--- config.mk ---
export PLATFORM = sky130hd
export DESIGN_NAME = periodic_pair_distance_flat
export DESIGN_NICKNAME = d
export VERILOG_FILES = /design/src/rtl/ppd_pkg.sv /design/src/rtl/ppd_if.sv /design/src/rtl/ppd_diff_fold.sv /design/src/rtl/ppd_sq_sum.sv /design/src/rtl/ppd_sqrt.sv /design/src/rtl/ppd_out_skid.sv /design/src/rtl/periodic_pair_distance.sv /design/src/flat_wrapper.sv
export SDC_FILE = /design/constraint.sdc
export NUM_CORES = 2
export LEC_CHECK = 0
export BUFFER_PORTS_ARGS = -buffer_cell sky130_fd_sc_hd__clkbuf_2
export CAP_MARGIN = 40
export CORE_UTILIZATION = 45
export DETAILED_ROUTE_END_ITERATION = 6
export PLACE_DENSITY = 0.64
export REMOVE_ABC_BUFFERS = 1
export SYNTH_ARGS = -nofsm -noshare
export SYNTH_HDL_FRONTEND = slang
export SYNTH_SLANG_ARGS = --single-unit
--- constraint.sdc ---
create_clock -name i_clk -period 10.9 [get_ports i_clk]
set_clock_uncertainty 0.15 [all_clocks]
set_input_delay 0.545 -clock i_clk [delete_from_list [all_inputs] [get_ports i_clk]]
set_output_delay 0.545 -clock i_clk [all_outputs]
set_load 0.02 [all_outputs]
--- src/rtl/ppd_pkg.sv ---
//------------------------------------------------------------------------------
// ppd_pkg
// Shared widths, types and register codes of the periodic pair distance block.
//------------------------------------------------------------------------------
package ppd_pkg;

    localparam int COORD_INT_BITS  = 12;
    localparam int COORD_FRAC_BITS = 8;
    localparam int COORD_W         = COORD_INT_BITS + COORD_FRAC_BITS;

    localparam int BOX_W = 12;
    localparam logic [BOX_W-1:0] BOX_RESET = 12'd4095;

    // folded differences must hold a whole box in coordinate units
    localparam int D_W    = (COORD_W > BOX_W + COORD_FRAC_BITS) ?
                            COORD_W : BOX_W + COORD_FRAC_BITS;
    localparam int SQ_W   = 2 * D_W;
    localparam int SUM_W  = SQ_W + 2;
    localparam int ROOT_W = D_W + 1;
    localparam int DIST_W = COORD_W + 1;

    // diff, fold, square, sum, then one stage per root bit
    localparam int PIPE_STAGES = 4 + ROOT_W;

    localparam int CFG_IDX_W  = 1;
    localparam int CFG_DATA_W = BOX_W;
    localparam logic [CFG_IDX_W-1:0] CFG_BOX_X = 1'b0;
    localparam logic [CFG_IDX_W-1:0] CFG_BOX_Z = 1'b1;

    typedef logic [COORD_W-1:0]    t_coord;
    typedef logic [BOX_W-1:0]      t_box;
    typedef logic [D_W-1:0]        t_diff;
    typedef logic [SQ_W-1:0]       t_sq;
    typedef logic [SUM_W-1:0]      t_sum;
    typedef logic [ROOT_W-1:0]     t_root;
    typedef logic [DIST_W-1:0]     t_dist;
    typedef logic [CFG_IDX_W-1:0]  t_cfg_idx;
    typedef logic [CFG_DATA_W-1:0] t_cfg_data;

    typedef struct packed {
        t_box x;
        t_box z;
    } t_box_cfg;

endpackage

--- src/rtl/ppd_if.sv ---
//------------------------------------------------------------------------------
// ppd channel interfaces
// Valid/ready channels for particle pairs, distances and register writes.
//------------------------------------------------------------------------------
interface ppd_pair_if;
    import ppd_pkg::*;

    logic   valid;
    logic   ready;
    t_coord first_x;
    t_coord first_y;
    t_coord first_z;
    t_coord second_x;
    t_coord second_y;
    t_coord second_z;

    modport source (
        output valid, first_x, first_y, first_z, second_x, second_y, second_z,
        input  ready
    );
    modport sink (
        input  valid, first_x, first_y, first_z, second_x, second_y, second_z,
        output ready
    );
endinterface

interface ppd_dist_if;
    import ppd_pkg::*;

    logic  valid;
    logic  ready;
    t_dist distance;

    modport source (output valid, distance, input ready);
    modport sink (input valid, distance, output ready);
endinterface

interface ppd_cfg_if;
    import ppd_pkg::*;

    logic      valid;
    logic      ready;
    t_cfg_idx  index;
    t_cfg_data data;

    modport source (output valid, index, data, input ready);
    modport sink (input valid, index, data, output ready);
endinterface

--- src/rtl/ppd_diff_fold.sv ---
//------------------------------------------------------------------------------
// ppd_diff_fold
// Two stages: absolute axis differences, then minimum-image fold on x and z.
//------------------------------------------------------------------------------
module ppd_diff_fold (
    input  logic              i_clk,
    input  logic              i_rst_n,
    input  logic              i_en,
    input  logic              i_vld,
    input  ppd_pkg::t_coord   i_first_x,
    input  ppd_pkg::t_coord   i_first_y,
    input  ppd_pkg::t_coord   i_first_z,
    input  ppd_pkg::t_coord   i_second_x,
    input  ppd_pkg::t_coord   i_second_y,
    input  ppd_pkg::t_coord   i_second_z,
    input  ppd_pkg::t_box_cfg i_box,
    output logic              o_vld,
    output ppd_pkg::t_diff    o_dx,
    output ppd_pkg::t_diff    o_dy,
    output ppd_pkg::t_diff    o_dz
);
    import ppd_pkg::*;

    function automatic t_diff abs_diff(input t_diff a, input t_diff b);
        return (a >= b) ? (a - b) : (b - a);
    endfunction

    // strict compare against half a box, then reflect against the full box
    function automatic t_diff fold(input t_diff d, input t_box box);
        t_diff half;
        t_diff full;
        half = t_diff'(box[BOX_W-1:1]) << COORD_FRAC_BITS;
        full = t_diff'(box) << COORD_FRAC_BITS;
        return (d > half) ? abs_diff(full, d) : d;
    endfunction

    logic  r_vld_d;
    t_diff r_dx_raw;
    t_diff r_dy_raw;
    t_diff r_dz_raw;
    logic  r_vld_f;
    t_diff r_dx;
    t_diff r_dy;
    t_diff r_dz;

    always_ff @(posedge i_clk) begin
        if (!i_rst_n) begin
            r_vld_d <= 1'b0;
            r_vld_f <= 1'b0;
        end else if (i_en) begin
            r_vld_d <= i_vld;
            r_vld_f <= r_vld_d;
        end
    end

    always_ff @(posedge i_clk) begin
        if (i_en) begin
            r_dx_raw <= abs_diff(t_diff'(i_first_x), t_diff'(i_second_x));
            r_dy_raw <= abs_diff(t_diff'(i_first_y), t_diff'(i_second_y));
            r_dz_raw <= abs_diff(t_diff'(i_first_z), t_diff'(i_second_z));
            r_dx     <= fold(r_dx_raw, i_box.x);
            r_dy     <= r_dy_raw;
            r_dz     <= fold(r_dz_raw, i_box.z);
        end
    end

    assign o_vld = r_vld_f;
    assign o_dx  = r_dx;
    assign o_dy  = r_dy;
    assign o_dz  = r_dz;

endmodule

--- src/rtl/ppd_sq_sum.sv ---
//------------------------------------------------------------------------------
// ppd_sq_sum
// Two stages: three registered squares, then their exact sum.
//------------------------------------------------------------------------------
module ppd_sq_sum (
    input  logic           i_clk,
    input  logic           i_rst_n,
    input  logic           i_en,
    input  logic           i_vld,
    input  ppd_pkg::t_diff i_dx,
    input  ppd_pkg::t_diff i_dy,
    input  ppd_pkg::t_diff i_dz,
    output logic           o_vld,
    output ppd_pkg::t_sum  o_sum
);
    import ppd_pkg::*;

    logic r_vld_sq;
    t_sq  r_sq_x;
    t_sq  r_sq_y;
    t_sq  r_sq_z;
    logic r_vld_sum;
    t_sum r_sum;

    always_ff @(posedge i_clk) begin
        if (!i_rst_n) begin
            r_vld_sq  <= 1'b0;
            r_vld_sum <= 1'b0;
        end else if (i_en) begin
            r_vld_sq  <= i_vld;
            r_vld_sum <= r_vld_sq;
        end
    end

    always_ff @(posedge i_clk) begin
        if (i_en) begin
            r_sq_x <= t_sq'(i_dx) * t_sq'(i_dx);
            r_sq_y <= t_sq'(i_dy) * t_sq'(i_dy);
            r_sq_z <= t_sq'(i_dz) * t_sq'(i_dz);
            r_sum  <= t_sum'(r_sq_x) + t_sum'(r_sq_y) + t_sum'(r_sq_z);
        end
    end

    assign o_vld = r_vld_sum;
    assign o_sum = r_sum;

endmodule

--- src/rtl/ppd_sqrt.sv ---
//------------------------------------------------------------------------------
// ppd_sqrt
// Pipelined restoring floor square root, one root bit per stage.
//------------------------------------------------------------------------------
module ppd_sqrt (
    input  logic           i_clk,
    input  logic           i_rst_n,
    input  logic           i_en,
    input  logic           i_vld,
    input  ppd_pkg::t_sum  i_sum,
    output logic           o_vld,
    output ppd_pkg::t_root o_root
);
    import ppd_pkg::*;

    logic  r_vld  [ROOT_W];
    t_sum  r_rem  [ROOT_W];
    t_root r_root [ROOT_W];

    for (genvar g = 0; g < ROOT_W; g++) begin : g_stage
        localparam int BIT = ROOT_W - 1 - g;

        logic  src_vld;
        t_sum  src_rem;
        t_root src_root;
        t_sum  trial;

        if (g == 0) begin : g_first
            assign src_vld  = i_vld;
            assign src_rem  = i_sum;
            assign src_root = '0;
        end else begin : g_next
            assign src_vld  = r_vld[g-1];
            assign src_rem  = r_rem[g-1];
            assign src_root = r_root[g-1];
        end

        // (4q + 1) * 4^bit is what setting this root bit adds to the square
        assign trial = t_sum'({src_root, 2'b01}) << (2 * BIT);

        always_ff @(posedge i_clk) begin
            if (!i_rst_n) begin
                r_vld[g] <= 1'b0;
            end else if (i_en) begin
                r_vld[g] <= src_vld;
            end
        end

        always_ff @(posedge i_clk) begin
            if (i_en) begin
                if (src_rem >= trial) begin
                    r_rem[g]  <= src_rem - trial;
                    r_root[g] <= {src_root[ROOT_W-2:0], 1'b1};
                end else begin
                    r_rem[g]  <= src_rem;
                    r_root[g] <= {src_root[ROOT_W-2:0], 1'b0};
                end
            end
        end
    end

    assign o_vld  = r_vld[ROOT_W-1];
    assign o_root = r_root[ROOT_W-1];

endmodule

--- src/rtl/ppd_out_skid.sv ---
//------------------------------------------------------------------------------
// ppd_out_skid
// Output register plus skid entry; holds the pipeline only when both are full.
//------------------------------------------------------------------------------
module ppd_out_skid (
    input  logic           i_clk,
    input  logic           i_rst_n,
    input  logic           i_vld,
    input  ppd_pkg::t_root i_root,
    output logic           o_pipe_en,
    ppd_dist_if.source     o_dist
);
    import ppd_pkg::*;

    logic  r_out_vld;
    t_dist r_out;
    logic  r_skid_vld;
    t_dist r_skid;
    logic  take;
    logic  up_move;
    t_dist up_dist;

    assign o_pipe_en = !r_skid_vld;
    assign take      = !r_out_vld || o_dist.ready;
    assign up_move   = i_vld && !r_skid_vld;
    assign up_dist   = i_root[DIST_W-1:0];

    always_ff @(posedge i_clk) begin
        if (!i_rst_n) begin
            r_out_vld  <= 1'b0;
            r_skid_vld <= 1'b0;
        end else if (take) begin
            r_out_vld  <= r_skid_vld || up_move;
            r_skid_vld <= 1'b0;
        end else if (up_move) begin
            r_skid_vld <= 1'b1;
        end
    end

    always_ff @(posedge i_clk) begin
        if (take) begin
            r_out <= r_skid_vld ? r_skid : up_dist;
        end else if (up_move) begin
            r_skid <= up_dist;
        end
    end

    assign o_dist.valid    = r_out_vld;
    assign o_dist.distance = r_out;

endmodule

--- src/rtl/periodic_pair_distance.sv ---
//------------------------------------------------------------------------------
// periodic_pair_distance
// Minimum-image distance of two particles, x and z periodic, y bounded.
//------------------------------------------------------------------------------
// The block accepts one pair item per clock while i_pair.ready is high and
// returns one distance item per pair, in order. Each pair passes through two
// stages for difference and fold, one for the squares, one for their sum, one
// per root bit in the square root (21 at Q12.8), and the output register. A
// stalled output first fills a one-entry skid stage; only then does
// i_pair.ready drop. Box sizes are written through i_cfg at any time and reset
// to 4095; they must not change while items are in flight.
module periodic_pair_distance (
    input  logic       i_clk,
    input  logic       i_rst_n,
    ppd_pair_if.sink   i_pair,
    ppd_cfg_if.sink    i_cfg,
    ppd_dist_if.source o_dist
);
    import ppd_pkg::*;

    t_box_cfg r_box;
    logic     pipe_en;
    logic     in_vld;
    logic     fold_vld;
    t_diff    fold_dx;
    t_diff    fold_dy;
    t_diff    fold_dz;
    logic     sum_vld;
    t_sum     sum;
    logic     root_vld;
    t_root    root;

    assign i_cfg.ready  = 1'b1;
    assign i_pair.ready = pipe_en;
    assign in_vld       = i_pair.valid;

    always_ff @(posedge i_clk) begin
        if (!i_rst_n) begin
            r_box.x <= BOX_RESET;
            r_box.z <= BOX_RESET;
        end else if (i_cfg.valid) begin
            case (i_cfg.index)
                CFG_BOX_X: r_box.x <= i_cfg.data;
                CFG_BOX_Z: r_box.z <= i_cfg.data;
                default: ;
            endcase
        end
    end

    ppd_diff_fold u_diff_fold (
        .i_clk      (i_clk),
        .i_rst_n    (i_rst_n),
        .i_en       (pipe_en),
        .i_vld      (in_vld),
        .i_first_x  (i_pair.first_x),
        .i_first_y  (i_pair.first_y),
        .i_first_z  (i_pair.first_z),
        .i_second_x (i_pair.second_x),
        .i_second_y (i_pair.second_y),
        .i_second_z (i_pair.second_z),
        .i_box      (r_box),
        .o_vld      (fold_vld),
        .o_dx       (fold_dx),
        .o_dy       (fold_dy),
        .o_dz       (fold_dz)
    );

    ppd_sq_sum u_sq_sum (
        .i_clk   (i_clk),
        .i_rst_n (i_rst_n),
        .i_en    (pipe_en),
        .i_vld   (fold_vld),
        .i_dx    (fold_dx),
        .i_dy    (fold_dy),
        .i_dz    (fold_dz),
        .o_vld   (sum_vld),
        .o_sum   (sum)
    );

    ppd_sqrt u_sqrt (
        .i_clk   (i_clk),
        .i_rst_n (i_rst_n),
        .i_en    (pipe_en),
        .i_vld   (sum_vld),
        .i_sum   (sum),
        .o_vld   (root_vld),
        .o_root  (root)
    );

    ppd_out_skid u_out_skid (
        .i_clk     (i_clk),
        .i_rst_n   (i_rst_n),
        .i_vld     (root_vld),
        .i_root    (root),
        .o_pipe_en (pipe_en),
        .o_dist    (o_dist)
    );

endmodule

--- src/flat_wrapper.sv ---
// flat-port wrapper written by rule: the top's interface ports become plain ports
module periodic_pair_distance_flat import ppd_pkg::*;
  (i_clk, i_rst_n, i_pair_valid, i_pair_first_x, i_pair_first_y, i_pair_first_z, i_pair_second_x, i_pair_second_y, i_pair_second_z, i_pair_ready, i_cfg_valid, i_cfg_index, i_cfg_data, i_cfg_ready, o_dist_valid, o_dist_distance, o_dist_ready);
  ppd_pair_if i_pair_i ();
  ppd_cfg_if i_cfg_i ();
  ppd_dist_if o_dist_i ();
  input  logic i_clk;
  input  logic i_rst_n;
  input wire logic [$bits(i_pair_i.valid)-1:0] i_pair_valid;
  input wire logic [$bits(i_pair_i.first_x)-1:0] i_pair_first_x;
  input wire logic [$bits(i_pair_i.first_y)-1:0] i_pair_first_y;
  input wire logic [$bits(i_pair_i.first_z)-1:0] i_pair_first_z;
  input wire logic [$bits(i_pair_i.second_x)-1:0] i_pair_second_x;
  input wire logic [$bits(i_pair_i.second_y)-1:0] i_pair_second_y;
  input wire logic [$bits(i_pair_i.second_z)-1:0] i_pair_second_z;
  output wire logic [$bits(i_pair_i.ready)-1:0] i_pair_ready;
  input wire logic [$bits(i_cfg_i.valid)-1:0] i_cfg_valid;
  input wire logic [$bits(i_cfg_i.index)-1:0] i_cfg_index;
  input wire logic [$bits(i_cfg_i.data)-1:0] i_cfg_data;
  output wire logic [$bits(i_cfg_i.ready)-1:0] i_cfg_ready;
  output wire logic [$bits(o_dist_i.valid)-1:0] o_dist_valid;
  output wire logic [$bits(o_dist_i.distance)-1:0] o_dist_distance;
  input wire logic [$bits(o_dist_i.ready)-1:0] o_dist_ready;
  assign i_pair_i.valid = i_pair_valid;
  assign i_pair_i.first_x = i_pair_first_x;
  assign i_pair_i.first_y = i_pair_first_y;
  assign i_pair_i.first_z = i_pair_first_z;
  assign i_pair_i.second_x = i_pair_second_x;
  assign i_pair_i.second_y = i_pair_second_y;
  assign i_pair_i.second_z = i_pair_second_z;
  assign i_pair_ready = i_pair_i.ready;
  assign i_cfg_i.valid = i_cfg_valid;
  assign i_cfg_i.index = i_cfg_index;
  assign i_cfg_i.data = i_cfg_data;
  assign i_cfg_ready = i_cfg_i.ready;
  assign o_dist_valid = o_dist_i.valid;
  assign o_dist_distance = o_dist_i.distance;
  assign o_dist_i.ready = o_dist_ready;
  periodic_pair_distance u_core (.i_clk(i_clk), .i_rst_n(i_rst_n), .i_pair(i_pair_i), .i_cfg(i_cfg_i), .o_dist(o_dist_i));
endmodule
# Word-level counts from Yosys, hierarchy flattened
# Memories as Yosys holds them, arrays and structs flattened.
# Index checks and enable logic that the tools add are counted.
# op_classes
add_sub_neg,33
multipliers,3
n_lt_le_gt_ge,28
muxes,201
bitwise,66
reduce_logical,9
# op_table
operator,count
two-way mux 42 bit,21
two-way mux 21 bit,22
greater-or-equal comparator 42 bit,10
subtractor 42 bit,10
subtractor 20 bit,10
two-way mux 1 bit,151
two-way mux 20 bit,7
multiplier 20 x 20 -> 40 bit,3
greater-or-equal comparator 20 bit,5
OR 1 bit,63
adder 41 x 40 -> 42 bit,1
greater-or-equal comparator 42 x 23 -> 1 bit,1
greater-or-equal comparator 42 x 25 -> 1 bit,1
greater-or-equal comparator 42 x 27 -> 1 bit,1
greater-or-equal comparator 42 x 29 -> 1 bit,1
greater-or-equal comparator 42 x 31 -> 1 bit,1
greater-or-equal comparator 42 x 33 -> 1 bit,1
greater-or-equal comparator 42 x 35 -> 1 bit,1
greater-or-equal comparator 42 x 37 -> 1 bit,1
greater-or-equal comparator 42 x 39 -> 1 bit,1
greater-or-equal comparator 42 x 41 -> 1 bit,1
greater-or-equal comparator 42 x 41 -> 1 bit (second input constant),1
subtractor 42 x 23 -> 42 bit,1
subtractor 42 x 25 -> 42 bit,1
other kinds (17),24
# word_totals
regBits,354
ram_bits,1344
in_bits,138
mem_count,3
# memory_table
name,words,word_bits,read_ports,rd_clocked_by_memory_dff,wr,line_no,rtl
u_core.u_sqrt.r_rem,21,42,20,0,21,ppd_sqrt.sv:17,t_sum r_rem [ROOT_W];
u_core.u_sqrt.r_root,21,21,21,0,21,ppd_sqrt.sv:18,t_root r_root [ROOT_W];
u_core.u_sqrt.r_vld,21,1,21,0,21,ppd_sqrt.sv:16,logic r_vld [ROOT_W];

# Logic depth before layout (Yosys ltp)
# An unclocked memory read counts as a cell.
# depth
ltp_word,6
mapped_depth,28

# By module
# From an unflattened synthesis, not the netlist that was laid out.
# hier_totals
hier_cells,10156
hier_area_um2,110169.4
# by_module_without_submodules
module,instances,cells_per_inst,area_per_inst_um2
ppd_sqrt,1,4081,51939.8
ppd_sq_sum,1,4475,42943.7
ppd_diff_fold,1,1415,12557.0
ppd_out_skid,1,74,1691.6
periodic_pair_distance,1,111,1037.2

# Least setup slack after synthesis
# No wires, ideal clock.
# synth_path
kind,reg-to-reg
from,register u_core.u_out_skid.r_skid_vld
to,"memory u_core.u_sqrt.r_rem[0][40] in the netlist's numbering, data pin"
arrival_ps,7451
required_ps,10467
path_slack_ps,3016
stages_incl_launch_ff,7
path_buffers,3
cell_sequence,dfxtp_1 > clkbuf_1 > clkbuf_1 > buf_1 > inv_1 > nand2_1 > xnor2_1
# synth_rtl
element,line_no,rtl
"start, declared",ppd_out_skid.sv:17,logic r_skid_vld;
"start signal, assigned",ppd_out_skid.sv:31,r_skid_vld <= 1'b0;
"start signal, assigned",ppd_out_skid.sv:34,r_skid_vld <= 1'b0;
"start signal, assigned",ppd_out_skid.sv:36,r_skid_vld <= 1'b1;
"end, declared",ppd_sqrt.sv:17,

# Final worst setup path
# layout_path
from,register u_core.u_diff_fold.r_dz[4] (netlist: u_core.u_diff_fold.o_dz[4])
to,"register u_core.u_sq_sum.r_sq_z[39], data pin"
# layout_via
elab_chain_cells,1
# layout_lines
element,line_no,rtl
"start, declared",ppd_diff_fold.sv:44,t_diff r_dz;
"start signal, assigned",ppd_diff_fold.sv:63,"r_dz <= fold(r_dz_raw, i_box.z);"
multiplier 20 x 20 -> 40 bit,ppd_sq_sum.sv:39,r_sq_z <= t_sq'(i_dz) * t_sq'(i_dz);
"end signal, assigned",ppd_sq_sum.sv:39,
"end, declared",ppd_sq_sum.sv:21,t_sq r_sq_z;
# No other way between the ends.
# A chain may end at the register's enable or synchronous reset.

==> impl_metrics.json <==
{
  "grt_antenna_before_repair": 3,
  "final_core_util_pct": 49.6,
  "synthToLayoutAreaGrowth_pct": 9.58,
  "core_mm2": 0.238,
  "synth_top_cell_by_area": "edfxtp_1",
  "wl_mm": 245,
  "slowest_stage": "edfxtp_1",
  "slowest_delay_ps": 820,
  "first_pass_iters": 7,
  "cts-htree-levels": 4,
  "die_height_um": 491,
  "most-common-layout-cells": "inv_1, edfxtp_1, ha_1",
  "yosys.area.top_type_share_pct": 39.4,
  "start_util_pct": 45.2,
  "synth_area_mm2": 0.107,
  "grt_pass1_wl_mm": 393,
  "hp-class": "input pin to flop",
  "synth_top_cells_by_area": "edfxtp_1, fa_1, ha_1",
  "drive_gt1_share_pct": 6.67,
  "worstMarginPinSlew_ps": 1000,
  "track_usage_pct": 20.4,
  "chipWidth_um": 491,
  "synth-edff-count": 1411,
  "async_flop_share_pct": 0,
  "yosys_warnings": 0,
  "status": "complete, but fails checks",
  "rsz0062_at_grt": "no",
  "drc": 6,
  "place_hpwl_mm": 194,
  "layout_commonest_cell": "inv_1",
  "critical_path_class": "flop to flop",
  "post-route-min-period_ps": 8430,
  "cp_max_fo": 17,
  "placement_rows": 179,
  "wl_per_cell_um": 18.5,
  "via_per_inst": 5.32,
  "maxCapViolations": 0,
  "worstPathArrival_ps": 8800,
  "grt_max_degree": 77,
  "max_freq_ghz": 0.119,
  "io_pins": 162,
  "num_vias": 70200,
  "timing.final.crit_share_pct": 77.3,
  "drv_slew": 0,
  "setup_violations": 0,
  "path_clk_slew_ps": 60,
  "ys_seq_area_share_pct": 40.0,
  "cts_buffers": 155,
  "port-buffer-count": 160,
  "cts_root_buf": "clkbuf_16",
  "synth_seq_cells": 1443,
  "final_nets": 11800,
  "grt_pass1_vias": 72800,
  "syn_area_per_cell_um2": 11.1,
  "dieArea_mm2": 0.241,
  "cp-start-kind": "flop",
  "hold_viol_final": 0,
  "cts_tree": "built",
  "syn_inst": 9718,
  "fill_cells": 20900,
  "cp.required_ps": 11260,
  "gp_congestion": 0.917,
  "crit_path_frequent_cell": "fa_1",
  "insertion_delay_ps": 820,
  "worstSetupEndpointType": "flop",
  "clkSinkCount": 1443,
  "synth_top_flop_cell": "edfxtp_1",
  "timing.hold.ws_ps": 48.8,
  "failed_checks": "DRC",
  "ctsResizeCount": 0,
  "postCtsSetupRepairBufs": 0,
  "path_cells": "inv_1 > nor2_1 > fa_1 > fa_1 > inv_1 > fa_1 > inv_1 > fa_1 > fa_1 > fa_1 > fa_1 > ha_1 > a211oi_1 > o21ai_0 > nand3_1 > o21ai_0 > a2111oi_0 > o21ai_0 > o31ai_1 > o31ai_1 > a21oi_1 > xnor2_1",
  "clock_path_buffers": 3,
  "relSlewSlack_pct": 32.4,
  "grt-ovfl-total": 0,
  "yosysUniqueCellTypes": 100,
  "finalSetupTns_ps": 0,
  "drtIter0Drc": 4620,
  "ant_nets": 0
}
==> through the flow <==
stage	cell area, um2	worst slack (ps)	instances
after floorplan	107000	2380	9467
after global placement	112000	2570	12900
after detailed placement	112000	2530	12900
after CTS	118000	2500	13200
after global routing	118000	2120	13200
final	118000	2470	13200
==> layout make-up <==
class	instances	area, um2	area share [%]
timing repair buffer	271	1970	1.67
clock inverter	92	1160	0.982
tap	3167	3960	3.36
multi-input combinational	6436	57600	48.9
clock buffer	198	4130	3.51
inverter	1588	5970	5.07
antenna	1	2.50	0.00212
sequential	1443	43000	36.5
==> worst paths after layout <==
| kind | endpoint | slack (ps) | cells after the start | startpoint |
|---|---|---|---|---|
| setup / recovery | u_core.u_sq_sum.r_sq_z[39] | 2470 | 22 | u_core.u_diff_fold.o_dz[4] |
| hold / removal | u_core.r_box[0] | 50 | 3 | i_cfg_valid |
| setup reg to reg | u_core.u_sq_sum.r_sq_z[39] | 2470 | 22 | u_core.u_diff_fold.o_dz[4] |
| hold reg to reg | u_core.u_sqrt.r_rem[0][1] | 210 | 0 | u_core.u_sq_sum.o_sum[1] |
==> timing repair <==
action | 4_1_cts | 5_1_grt
hold buffers | 14 | 0
setup endpoints to repair | 0 | 0
endpoints found under the hold margin | 22 | 0
==> critical path, delay by kind of cell (launching register included) <==
family                     cells  cell delay [ps]
DFF                            1              820
AOI/OAI and AO/OA              8             2470
and+or+nand+nor                2              420
buffers and inverters          3              420
adders and majority gates      8             3810
xor gates and xnor gates       1               80
==> per-layer routing <==
metal / routed length (um) / share of wire, % / vias to the layer above / track usage (%)
met3: 12200 / 5.0 / 384 / 2.86
met1: 105000 / 43 / 34600 / 26.5
li1: - / - / 33400 / -
met4: 6480 / 2.6 / 2 / 5.68
met5: 13 / 0.0053 / - / 0
met2: 121000 / 49 / 1683 / 35.5
==> synth_stat cells, types with 124 or more instances <==
cell type	number
o21ai_0	306
a21oi_1	458
xnor2_1	372
inv_1	1588
clkbuf_1	223
nand2_1	737
nor2_1	454
and2_1	256
nor4_1	124
a21o_1	213
fa_1	881
xor2_1	256
ha_1	928
edfxtp_1	1411
nor3_1	173
==> state kept, by name (all words and copies together), names as in the netlist, 20 cells and up <==
register,flops
u_core.u_diff_fold.o_dx,20
u_core.u_out_skid.r_skid,21
u_core.u_diff_fold.r_dx_raw,20
u_core.u_diff_fold.r_dz_raw,20
u_core.r_box,24
u_core.u_sqrt.r_rem,840
u_core.u_sq_sum.r_sq_y,39
u_core.u_sqrt.r_vld,21
u_core.u_diff_fold.o_dy,20
u_core.u_sq_sum.o_sum,42
u_core.u_out_skid.o_dist.distance,21
u_core.u_diff_fold.o_dz,20
u_core.u_sq_sum.r_sq_z,39
u_core.u_sq_sum.r_sq_x,39
u_core.u_diff_fold.r_dy_raw,20
u_core.u_sqrt.r_root,231
==> kinds of logic (layout without fill, tap and decap cells) <==
family | count (synthesis) | count (layout) | share of synthesized area, %
compound gates | 1546 | 1546 | 9.26
buf+inv | 1839 | 2149 | 6.46
flops | 1443 | 1443 | 40.0
fa+ha+maj | 1810 | 1810 | 27.2
mux | 109 | 109 | 1.10
simple gates | 2342 | 2342 | 10.8
other cells | 1 | 2 | 0.00349
xor+xnor | 628 | 628 | 5.12
Power is left out: the tool's default activity adds up to more than one toggle a clock period on the data nets, which glitch-free logic cannot reach.
